File: src/design/bgpd_pkg.sv
// ----------------------------------------------------------------------------
// BGP deframer package
// Shared constants, codes and the result record of the message deframer.
// ----------------------------------------------------------------------------
`default_nettype none

package bgpd_pkg;

   localparam int MaxLenLimit = 4096;
   localparam int HardMaxLen  = 4096;
   localparam int MinMsgLen   = 19;
   localparam int MarkerBytes = 16;
   localparam logic [7:0] MarkerValue = 8'hFF;

   localparam int LenWidth   = 13;
   localparam int IndexWidth = 12;

   localparam logic [LenWidth-1:0] LenCap =
      LenWidth'((MaxLenLimit < HardMaxLen) ? MaxLenLimit : HardMaxLen);
   localparam logic [LenWidth-1:0] MaxLenReset = LenWidth'(HardMaxLen);

   localparam int QueueDepth = 4;
   localparam int QueuePtrW  = $clog2(QueueDepth);
   localparam int QueueCntW  = $clog2(QueueDepth + 1);

   typedef enum logic [1:0] {
      STATUS_DATA       = 2'd0,
      STATUS_BAD_MARKER = 2'd1,
      STATUS_BAD_LENGTH = 2'd2
   } status_type;

   typedef struct packed {
      logic [7:0]            out_byte;
      logic [IndexWidth-1:0] byte_index;
      logic                  is_last;
      status_type            status;
   } rsp_item_type;

endpackage

`default_nettype wire

File: src/design/bgpd_req_if.sv
// ----------------------------------------------------------------------------
// Request channel
// Stream bytes into the deframer, with a flush flag.
// ----------------------------------------------------------------------------
`default_nettype none

interface bgpd_req_if;
   logic       valid;
   logic       ready;
   logic [7:0] data_byte;
   logic       flush;

   modport source (output valid, output data_byte, output flush, input ready);
   modport sink   (input valid, input data_byte, input flush, output ready);
endinterface

`default_nettype wire

File: src/design/bgpd_rsp_if.sv
// ----------------------------------------------------------------------------
// Response channel
// Forwarded message bytes and error reports.
// ----------------------------------------------------------------------------
`default_nettype none

interface bgpd_rsp_if;
   logic                                valid;
   logic                                ready;
   logic [7:0]                          out_byte;
   logic [bgpd_pkg::IndexWidth-1:0]     byte_index;
   logic                                is_last;
   bgpd_pkg::status_type                status;

   modport source (output valid, output out_byte, output byte_index, output is_last,
                   output status, input ready);
   modport sink   (input valid, input out_byte, input byte_index, input is_last,
                   input status, output ready);
endinterface

`default_nettype wire

File: src/design/bgpd_csr_if.sv
// ----------------------------------------------------------------------------
// Configuration channel
// Write port for the maximum message length register.
// ----------------------------------------------------------------------------
`default_nettype none

interface bgpd_csr_if;
   logic                              valid;
   logic                              ready;
   logic [bgpd_pkg::LenWidth-1:0]     max_message_length;

   modport source (output valid, output max_message_length, input ready);
   modport sink   (input valid, input max_message_length, output ready);
endinterface

`default_nettype wire

File: src/design/bgp_message_deframer.sv
// ----------------------------------------------------------------------------
// BGP message deframer
// Cuts a byte stream into BGP messages, checking marker and length.
// ----------------------------------------------------------------------------
// One stream byte is taken per clock. Each byte that is forwarded or reported
// as an error reaches the response channel through a four-entry transaction
// queue and then a registered output stage; the request side stalls only when
// that queue is full. Flush transactions and bytes dropped after an error give
// no response. The length limit register is written through the csr channel,
// which is always ready.
`default_nettype none

module bgp_message_deframer (
   input  wire logic   clock,
   input  wire logic   reset,
   bgpd_req_if.sink    req_bus,
   bgpd_rsp_if.source  rsp_bus,
   bgpd_csr_if.sink    csr_bus
);

   logic                   push;
   bgpd_pkg::rsp_item_type push_item;
   logic                   queue_full;
   logic                   pop;
   logic                   not_empty;
   bgpd_pkg::rsp_item_type head_item;

   bgpd_front u_front (
      .clock      (clock),
      .reset      (reset),
      .req        (req_bus),
      .csr        (csr_bus),
      .queue_full (queue_full),
      .push       (push),
      .push_item  (push_item)
   );

   bgpd_queue u_queue (
      .clock     (clock),
      .reset     (reset),
      .push      (push),
      .push_item (push_item),
      .full      (queue_full),
      .pop       (pop),
      .not_empty (not_empty),
      .head_item (head_item)
   );

   bgpd_back u_back (
      .clock     (clock),
      .reset     (reset),
      .not_empty (not_empty),
      .head_item (head_item),
      .pop       (pop),
      .rsp       (rsp_bus)
   );

endmodule

`default_nettype wire

File: src/design/bgpd_front.sv
// ----------------------------------------------------------------------------
// BGP deframer front end
// Accepts stream bytes, tracks framing state and classifies each byte.
// ----------------------------------------------------------------------------
`default_nettype none

module bgpd_front (
   input  wire logic                   clock,
   input  wire logic                   reset,
   bgpd_req_if.sink                    req,
   bgpd_csr_if.sink                    csr,
   input  wire logic                   queue_full,
   output logic                        push,
   output bgpd_pkg::rsp_item_type      push_item
);

   logic [bgpd_pkg::IndexWidth-1:0] pos_ff, pos_in;
   logic [7:0]                      len_hi_ff, len_hi_in;
   logic [bgpd_pkg::LenWidth-1:0]   msg_len_ff, msg_len_in;
   logic                            stuck_ff, stuck_in;
   logic [bgpd_pkg::LenWidth-1:0]   max_len_ff, max_len_in;

   logic                            accept;
   logic [bgpd_pkg::LenWidth-1:0]   eff_max;
   logic [15:0]                     len_word;
   logic [bgpd_pkg::LenWidth-1:0]   pos_next;

   assign req.ready = !queue_full;
   assign csr.ready = 1'b1;
   assign accept    = req.valid && req.ready;

   assign max_len_in = (csr.valid && csr.ready) ? csr.max_message_length : max_len_ff;
   assign eff_max    = (max_len_ff > bgpd_pkg::LenCap) ? bgpd_pkg::LenCap : max_len_ff;
   assign len_word   = {len_hi_ff, req.data_byte};
   assign pos_next   = {1'b0, pos_ff} + bgpd_pkg::LenWidth'(1);

   always_comb begin
      pos_in               = pos_ff;
      len_hi_in            = len_hi_ff;
      msg_len_in           = msg_len_ff;
      stuck_in             = stuck_ff;
      push                 = 1'b0;
      push_item.out_byte   = req.data_byte;
      push_item.byte_index = pos_ff;
      push_item.is_last    = 1'b0;
      push_item.status     = bgpd_pkg::STATUS_DATA;
      if (accept) begin
         if (req.flush) begin
            pos_in     = '0;
            len_hi_in  = '0;
            msg_len_in = '0;
            stuck_in   = 1'b0;
         end else if (!stuck_ff) begin
            push = 1'b1;
            if (pos_ff < bgpd_pkg::IndexWidth'(bgpd_pkg::MarkerBytes)) begin
               if (req.data_byte != bgpd_pkg::MarkerValue) begin
                  stuck_in         = 1'b1;
                  push_item.status = bgpd_pkg::STATUS_BAD_MARKER;
               end else begin
                  pos_in = pos_next[bgpd_pkg::IndexWidth-1:0];
               end
            end else if (pos_ff == bgpd_pkg::IndexWidth'(bgpd_pkg::MarkerBytes)) begin
               len_hi_in = req.data_byte;
               pos_in    = pos_next[bgpd_pkg::IndexWidth-1:0];
            end else if (pos_ff == bgpd_pkg::IndexWidth'(bgpd_pkg::MarkerBytes + 1)) begin
               if (len_word < 16'(bgpd_pkg::MinMsgLen) || len_word > {3'b000, eff_max}) begin
                  stuck_in         = 1'b1;
                  push_item.status = bgpd_pkg::STATUS_BAD_LENGTH;
               end else begin
                  msg_len_in = len_word[bgpd_pkg::LenWidth-1:0];
                  pos_in     = pos_next[bgpd_pkg::IndexWidth-1:0];
               end
            end else if (pos_next >= msg_len_ff) begin
               pos_in            = '0;
               push_item.is_last = 1'b1;
            end else begin
               pos_in = pos_next[bgpd_pkg::IndexWidth-1:0];
            end
         end
      end
   end

   always_ff @(posedge clock) begin
      if (reset) begin
         pos_ff     <= '0;
         len_hi_ff  <= '0;
         msg_len_ff <= '0;
         stuck_ff   <= 1'b0;
         max_len_ff <= bgpd_pkg::MaxLenReset;
      end else begin
         pos_ff     <= pos_in;
         len_hi_ff  <= len_hi_in;
         msg_len_ff <= msg_len_in;
         stuck_ff   <= stuck_in;
         max_len_ff <= max_len_in;
      end
   end

   // errors latch until flush
   assert property (@(posedge clock) disable iff (reset)
      push && push_item.status != bgpd_pkg::STATUS_DATA |=> stuck_ff)
      else $error("error result without stuck state");

   assert property (@(posedge clock) disable iff (reset)
      stuck_ff && !(accept && req.flush) |=> stuck_ff)
      else $error("stuck state left without flush");

   assert property (@(posedge clock) disable iff (reset)
      stuck_ff |-> !push)
      else $error("result pushed while stuck");

endmodule

`default_nettype wire

File: src/design/bgpd_queue.sv
// ----------------------------------------------------------------------------
// BGP deframer queue
// Short FIFO of classified results between front end and output stage.
// ----------------------------------------------------------------------------
`default_nettype none

module bgpd_queue (
   input  wire logic                   clock,
   input  wire logic                   reset,
   input  wire logic                   push,
   input  wire bgpd_pkg::rsp_item_type push_item,
   output logic                        full,
   input  wire logic                   pop,
   output logic                        not_empty,
   output bgpd_pkg::rsp_item_type      head_item
);

   bgpd_pkg::rsp_item_type         mem [bgpd_pkg::QueueDepth];
   logic [bgpd_pkg::QueuePtrW-1:0] wr_ptr_ff, wr_ptr_in;
   logic [bgpd_pkg::QueuePtrW-1:0] rd_ptr_ff, rd_ptr_in;
   logic [bgpd_pkg::QueueCntW-1:0] count_ff, count_in;

   assign full      = (count_ff == bgpd_pkg::QueueCntW'(bgpd_pkg::QueueDepth));
   assign not_empty = (count_ff != '0);
   assign head_item = mem[rd_ptr_ff];

   assign wr_ptr_in = push ? wr_ptr_ff + 1'b1 : wr_ptr_ff;
   assign rd_ptr_in = pop  ? rd_ptr_ff + 1'b1 : rd_ptr_ff;

   always_comb begin
      count_in = count_ff;
      if (push && !pop) begin
         count_in = count_ff + 1'b1;
      end else if (pop && !push) begin
         count_in = count_ff - 1'b1;
      end
   end

   always_ff @(posedge clock) begin
      if (push) begin
         mem[wr_ptr_ff] <= push_item;
      end
   end

   always_ff @(posedge clock) begin
      if (reset) begin
         wr_ptr_ff <= '0;
         rd_ptr_ff <= '0;
         count_ff  <= '0;
      end else begin
         wr_ptr_ff <= wr_ptr_in;
         rd_ptr_ff <= rd_ptr_in;
         count_ff  <= count_in;
      end
   end

   assert property (@(posedge clock) disable iff (reset)
      count_ff <= bgpd_pkg::QueueCntW'(bgpd_pkg::QueueDepth))
      else $error("queue count overflow");

   assert property (@(posedge clock) disable iff (reset)
      !(push && full))
      else $error("push into full queue");

   assert property (@(posedge clock) disable iff (reset)
      !(pop && !not_empty))
      else $error("pop from empty queue");

endmodule

`default_nettype wire

File: src/design/bgpd_back.sv
// ----------------------------------------------------------------------------
// BGP deframer output stage
// Drains the queue into the registered response channel.
// ----------------------------------------------------------------------------
`default_nettype none

module bgpd_back (
   input  wire logic                   clock,
   input  wire logic                   reset,
   input  wire logic                   not_empty,
   input  wire bgpd_pkg::rsp_item_type head_item,
   output logic                        pop,
   bgpd_rsp_if.source                  rsp
);

   logic                   valid_ff, valid_in;
   bgpd_pkg::rsp_item_type item_ff, item_in;

   assign pop      = not_empty && (!valid_ff || rsp.ready);
   assign valid_in = pop ? 1'b1 : (valid_ff && !rsp.ready);
   assign item_in  = pop ? head_item : item_ff;

   always_ff @(posedge clock) begin
      if (reset) begin
         valid_ff <= 1'b0;
      end else begin
         valid_ff <= valid_in;
      end
   end

   always_ff @(posedge clock) begin
      item_ff <= item_in;
   end

   assign rsp.valid      = valid_ff;
   assign rsp.out_byte   = item_ff.out_byte;
   assign rsp.byte_index = item_ff.byte_index;
   assign rsp.is_last    = item_ff.is_last;
   assign rsp.status     = item_ff.status;

endmodule

`default_nettype wire
File: src/flat_wrapper.sv
// flat-port wrapper written by rule: the top's interface ports become plain ports
module bgp_message_deframer_flat 
  (clock, reset, req_bus_valid, req_bus_data_byte, req_bus_flush, req_bus_ready, rsp_bus_valid, rsp_bus_out_byte, rsp_bus_byte_index, rsp_bus_is_last, rsp_bus_status, rsp_bus_ready, csr_bus_valid, csr_bus_max_message_length, csr_bus_ready);
  bgpd_req_if req_bus_i ();
  bgpd_rsp_if rsp_bus_i ();
  bgpd_csr_if csr_bus_i ();
  input  wire logic clock;
  input  wire logic reset;
  input wire logic [$bits(req_bus_i.valid)-1:0] req_bus_valid;
  input wire logic [$bits(req_bus_i.data_byte)-1:0] req_bus_data_byte;
  input wire logic [$bits(req_bus_i.flush)-1:0] req_bus_flush;
  output wire logic [$bits(req_bus_i.ready)-1:0] req_bus_ready;
  output wire logic [$bits(rsp_bus_i.valid)-1:0] rsp_bus_valid;
  output wire logic [$bits(rsp_bus_i.out_byte)-1:0] rsp_bus_out_byte;
  output wire logic [$bits(rsp_bus_i.byte_index)-1:0] rsp_bus_byte_index;
  output wire logic [$bits(rsp_bus_i.is_last)-1:0] rsp_bus_is_last;
  output wire logic [$bits(rsp_bus_i.status)-1:0] rsp_bus_status;
  input wire logic [$bits(rsp_bus_i.ready)-1:0] rsp_bus_ready;
  input wire logic [$bits(csr_bus_i.valid)-1:0] csr_bus_valid;
  input wire logic [$bits(csr_bus_i.max_message_length)-1:0] csr_bus_max_message_length;
  output wire logic [$bits(csr_bus_i.ready)-1:0] csr_bus_ready;
  assign req_bus_i.valid = req_bus_valid;
  assign req_bus_i.data_byte = req_bus_data_byte;
  assign req_bus_i.flush = req_bus_flush;
  assign req_bus_ready = req_bus_i.ready;
  assign rsp_bus_valid = rsp_bus_i.valid;
  assign rsp_bus_out_byte = rsp_bus_i.out_byte;
  assign rsp_bus_byte_index = rsp_bus_i.byte_index;
  assign rsp_bus_is_last = rsp_bus_i.is_last;
  assign rsp_bus_status = rsp_bus_i.status;
  assign rsp_bus_i.ready = rsp_bus_ready;
  assign csr_bus_i.valid = csr_bus_valid;
  assign csr_bus_i.max_message_length = csr_bus_max_message_length;
  assign csr_bus_ready = csr_bus_i.ready;
  bgp_message_deframer u_core (.clock(clock), .reset(reset), .req_bus(req_bus_i), .rsp_bus(rsp_bus_i), .csr_bus(csr_bus_i));
endmodule
File: config.mk
export PLATFORM = sky130hd
export DESIGN_NAME = bgp_message_deframer_flat
export DESIGN_NICKNAME = d
export VERILOG_FILES = /design/src/design/bgpd_pkg.sv /design/src/design/bgpd_req_if.sv /design/src/design/bgpd_rsp_if.sv /design/src/design/bgpd_csr_if.sv /design/src/design/bgp_message_deframer.sv /design/src/design/bgpd_front.sv /design/src/design/bgpd_queue.sv /design/src/design/bgpd_back.sv /design/src/flat_wrapper.sv
export SDC_FILE = /design/constraint.sdc
export NUM_CORES = 1
export LEC_CHECK = 0
export ABC_AREA = 1
export BUFFER_PORTS_ARGS = -buffer_cell sky130_fd_sc_hd__buf_2
export CAP_MARGIN = 15
export CORE_MARGIN = 1
export CORE_UTILIZATION = 35
export CTS_BUF_LIST = sky130_fd_sc_hd__clkbuf_8
export CTS_CLUSTER_SIZE = 10
export DETAILED_ROUTE_END_ITERATION = 8
export SLEW_MARGIN = 20
export SYNTH_ARGS = -nofsm -noshare
export SYNTH_HDL_FRONTEND = slang
export SYNTH_SLANG_ARGS = --single-unit
File: constraint.sdc
create_clock -name clock -period 8.3 [get_ports clock]
set_input_delay 1.245 -clock clock [delete_from_list [all_inputs] [get_ports clock]]
set_output_delay 1.245 -clock clock [all_outputs]
set_load 0.005 [all_outputs]
==> results.txt <==
Run status - complete, no violations
Number of buffers created by CTS - 17
HPWL reported at the end of detailed placement - 10800 um
Unrepaired setup endpoints after global routing - no
Die span in y - 151 um
Post-detailed-route count of antenna-violating nets - 0
CTS root buffer - sky130_fd_sc_hd__clkbuf_8
Initial core utilization - 0.356
Antenna Diode Count - 0
Final Skew - 0.0175 ns
Global routing met3 resource utilization - 0.0325
Achievable clock frequency - 312 MHz
Number of cells traversed by the worst register-to-register path - 18
Number of endpoints failing setup at the final stage - 0
Share of cells above drive strength 1 - 0.178
Setup TNS Final - 0 ns
Power Density - 261 nW/um2
Number of global-route vias before repair - 5375
Worst-case vdd ir drop - 0.110 mV
Placement row count - 54
Number of antenna violations at the first check in global routing - 0
Clock-pin slew on the worst setup and hold paths - 0.09 ns
Dominant combinational cell family by area after synthesis - simple AND/OR/NAND/NOR gates
Wire length of the first global-routing pass - 26800 um
Yosys cell types - 37
Worst-path fanout max - 12
Synthesized area per cell - 9.95 um2
Global routing met1 resource utilization - 0.197
Critical Path Start Type - register
Adder-cell area share of the yosys netlist - 0.0575
Data arrival time of the worst path - 3.54 ns
Number of inserted filler cells in the final layout - 2156
Transition time of the tightest slew-check pin - 0.884 ns
DRC viols - 0
Via total after detailed routing - 5419
Ports placed on the boundary - 53
Core footprint - 21800 um2
Met2 demand-to-capacity share in global routing - 0.261
Number of violations of the max-capacitance limit - 0
Top FF cell, synth - sky130_fd_sc_hd__edfxtp_1
Required time worst endpoint - 8.63 ns
Compound-Gate Fraction of Synth Area - 0.103
Portion of netlist area occupied by mux cells - 0
Biggest area contributors in the synthesized netlist - sky130_fd_sc_hd__edfxtp_1 45%, sky130_fd_sc_hd__dfxtp_1 14%, sky130_fd_sc_hd__nor2_1 5.6%, sky130_fd_sc_hd__ha_1 5.5%, sky130_fd_sc_hd__o21ai_0 4.7%
Clock latency on the worst-skew pair - 0.45 ns
Sequential element share of the synthesized area - 0.588
Flop and latch count out of synthesis - 170
Number of hold buffers added after CTS - 0
Number of buffers on the longest clock path - 2
Startpoint-to-endpoint class of the critical path - register to register
Number of hold violations in the final report - 0
Async set or reset register ratio after synthesis - 0
Number of cells upsized or downsized after cts - 0
DRT Wirelength - 16200 um
Total power consumption of the routed design - 2.28 mW
Area of the mapped netlist - 7750 um2
Top cells by count, synth - 115 x sky130_fd_sc_hd__edfxtp_1, 115 x sky130_fd_sc_hd__nor2_1, 87 x sky130_fd_sc_hd__nand2_1
Via density per instance - 4.83
Normalized max-slew margin - 0.410
Leak Pwr - 3.37 nW
Area of the die - 22700 um2
CTS H-Tree Depth - 4
Number of clock sinks - 170
Type of element capturing the critical path - register
Share of the synthesized area in the top cell type - 0.446
Xor/xnor cell area share of the yosys netlist - 0.00565
Layout-stage area growth over the synthesis result - 13.0%
Number of buffers inserted to repair setup after CTS - 0
Most utilized layer in the global route result - met2
# port buffers - 51
TritonCTS clock tree - yes
Portion of the clock cycle consumed by the worst path in the final layout - 0.386
Maximum number of pins on one net before global-route repair - 49
Simple-gate area share of the yosys netlist - 0.188
DR iter-0 viols - 320
Hold depth - 2
Routed length per placed instance - 14.4 um
GRT Resource Usage Total - 0.154
Net count after synthesis - 841
Crit path time final - 3.21 ns
Post-layout nets - 890
Top cell type by total area after synthesis - sky130_fd_sc_hd__edfxtp_1
Pins over their slew limit - 0
Routability-driven placement congestion ratio - 0.783
Post-synth EDFFs - 115
Remaining Overflow, GRT - 0
Number of instances in the synthesized netlist - 779
Synth Warn # - 0
Tightest Hold Check Type - register to register
Initial DRT Pass Iterations - 5
Die X-Extent - 151 um
==> power by group <==
| part | switching (mW) | leakage (nW) | total, mW | internal (mW) |
|---|---|---|---|---|
| Clock | 0.316 | 0.233 | 0.681 | 0.366 |
| Sequential | 0.0465 | 1.52 | 1.09 | 1.05 |
| Combinational | 0.339 | 1.62 | 0.507 | 0.169 |
==> per-layer routing <==
metal,vias to the layer above,wire length (um)
met5,-,0
met4,0,99
met3,10,636
met2,90,7870
met1,2562,7590
li1,2757,-
==> placed cells by master (no fill, tap or decap), types with 2 or more instances in the layout <==
cell type	Yosys	layout
sky130_fd_sc_hd__nor2_1	115	110
sky130_fd_sc_hd__nor4_1	6	6
sky130_fd_sc_hd__dfxtp_1	55	55
sky130_fd_sc_hd__nand3_1	57	57
sky130_fd_sc_hd__buf_2	3	51
sky130_fd_sc_hd__nand2_1	87	87
sky130_fd_sc_hd__bufinv_16	0	5
sky130_fd_sc_hd__inv_6	0	4
sky130_fd_sc_hd__ha_1	34	34
sky130_fd_sc_hd__nand3_2	2	2
sky130_fd_sc_hd__nor2_2	12	17
sky130_fd_sc_hd__nand2_2	11	11
sky130_fd_sc_hd__clkbuf_8	0	17
sky130_fd_sc_hd__a21oi_2	14	14
sky130_fd_sc_hd__a21oi_1	29	29
sky130_fd_sc_hd__nand3_4	2	2
sky130_fd_sc_hd__o22ai_1	23	23
sky130_fd_sc_hd__nor3_1	6	6
sky130_fd_sc_hd__inv_8	0	2
sky130_fd_sc_hd__edfxtp_1	115	115
sky130_fd_sc_hd__buf_4	1	8
sky130_fd_sc_hd__clkinvlp_4	0	2
sky130_fd_sc_hd__inv_2	7	7
sky130_fd_sc_hd__clkinv_1	2	2
sky130_fd_sc_hd__nand4_1	7	7
sky130_fd_sc_hd__nor2_4	4	4
sky130_fd_sc_hd__a21o_1	2	2
sky130_fd_sc_hd__xor2_1	5	5
sky130_fd_sc_hd__inv_1	73	74
sky130_fd_sc_hd__o21ai_0	73	73
==> sequential cells by signal, summed over array words and instances (netlist names) <==
name / cells
u_core.u_back.rsp.valid: 1
u_core.u_back.rsp.status: 2
u_core.u_queue.mem: 92
u_core.u_front.len_hi_ff: 8
u_core.u_front.stuck_ff: 1
u_core.u_queue.wr_ptr_ff: 2
u_core.u_back.rsp.out_byte: 8
u_core.u_front.pos_ff: 12
u_core.u_queue.count_ff: 3
u_core.u_front.max_len_ff: 13
u_core.u_front.msg_len_ff: 13
u_core.u_queue.rd_ptr_ff: 2
u_core.u_back.rsp.byte_index: 12
u_core.u_back.rsp.is_last: 1
==> worst max-delay path: stages (launching register included) <==
cell                       delay [ns]
sky130_fd_sc_hd__dfxtp_1         0.33
sky130_fd_sc_hd__nor4_1          0.35
sky130_fd_sc_hd__nand2_1         0.08
sky130_fd_sc_hd__nor3_1          0.24
sky130_fd_sc_hd__a21oi_1         0.15
sky130_fd_sc_hd__clkinv_1        0.17
sky130_fd_sc_hd__nand2_1         0.09
sky130_fd_sc_hd__ha_1            0.30
sky130_fd_sc_hd__a21o_1          0.18
sky130_fd_sc_hd__nor2_1          0.10
sky130_fd_sc_hd__nand2_1         0.06
sky130_fd_sc_hd__nand2_1         0.05
sky130_fd_sc_hd__nand2_1         0.04
sky130_fd_sc_hd__nand2_1         0.13
sky130_fd_sc_hd__nand2_1         0.10
sky130_fd_sc_hd__nand2_1         0.07
sky130_fd_sc_hd__nand3_1         0.37
sky130_fd_sc_hd__nand3_1         0.20
sky130_fd_sc_hd__nand2_1         0.07
==> final cells by class <==
type / count / area [um2] / area share
timing repair buffer: 59 / 315 / 0.0360
tap: 280 / 350 / 0.0400
clock buffer: 17 / 234 / 0.0267
inverter: 82 / 308 / 0.0351
multi-input combinational: 498 / 2760 / 0.315
sequential: 170 / 4550 / 0.520
clock inverter: 15 / 235 / 0.0269
==> stage by stage <==
| stage | area, um2 | std cells | hold WS, ns | util | setup slack, ns |
|---|---|---|---|---|---|
| finish | 8760 | 1121 | 0.484 | 0.403 | 5.09 |
| global route | 8760 | 1121 | 0.502 | 0.403 | 4.73 |
| CTS | 8760 | 1121 | 0.479 | 0.403 | 5.09 |
| detailed placement | 8290 | 1089 | 0.465 | 0.381 | 5.05 |
| global placement | 8290 | 1089 | 0.464 | 0.381 | 5.10 |
| floorplan | 7750 | 779 | 0.445 | - | 4.78 |
==> worst paths after layout <==
kind	from	to	slack, ns
setup / recovery	u_core.u_front.max_len_ff[4]	u_core.u_front.pos_ff[2]	5.09
hold / removal	u_core.u_front.len_hi_ff[7]	u_core.u_front.len_hi_ff[7]	0.48
setup reg to reg	u_core.u_front.max_len_ff[4]	u_core.u_front.pos_ff[2]	5.09
hold reg to reg	u_core.u_front.len_hi_ff[7]	u_core.u_front.len_hi_ff[7]	0.48
==> logic make-up (layout without fill, tap and decap cells) <==
group / count (synthesis) / count (layout)
and+or+nand+nor: 315 / 315
DFF: 170 / 170
AOI/OAI and AO/OA: 142 / 142
buffers and inverters: 111 / 173
adders and majority gates: 35 / 35
xor gates and xnor gates: 5 / 5
other: 1 / 1
No activity file was read; power rests on OpenSTA's default activity.
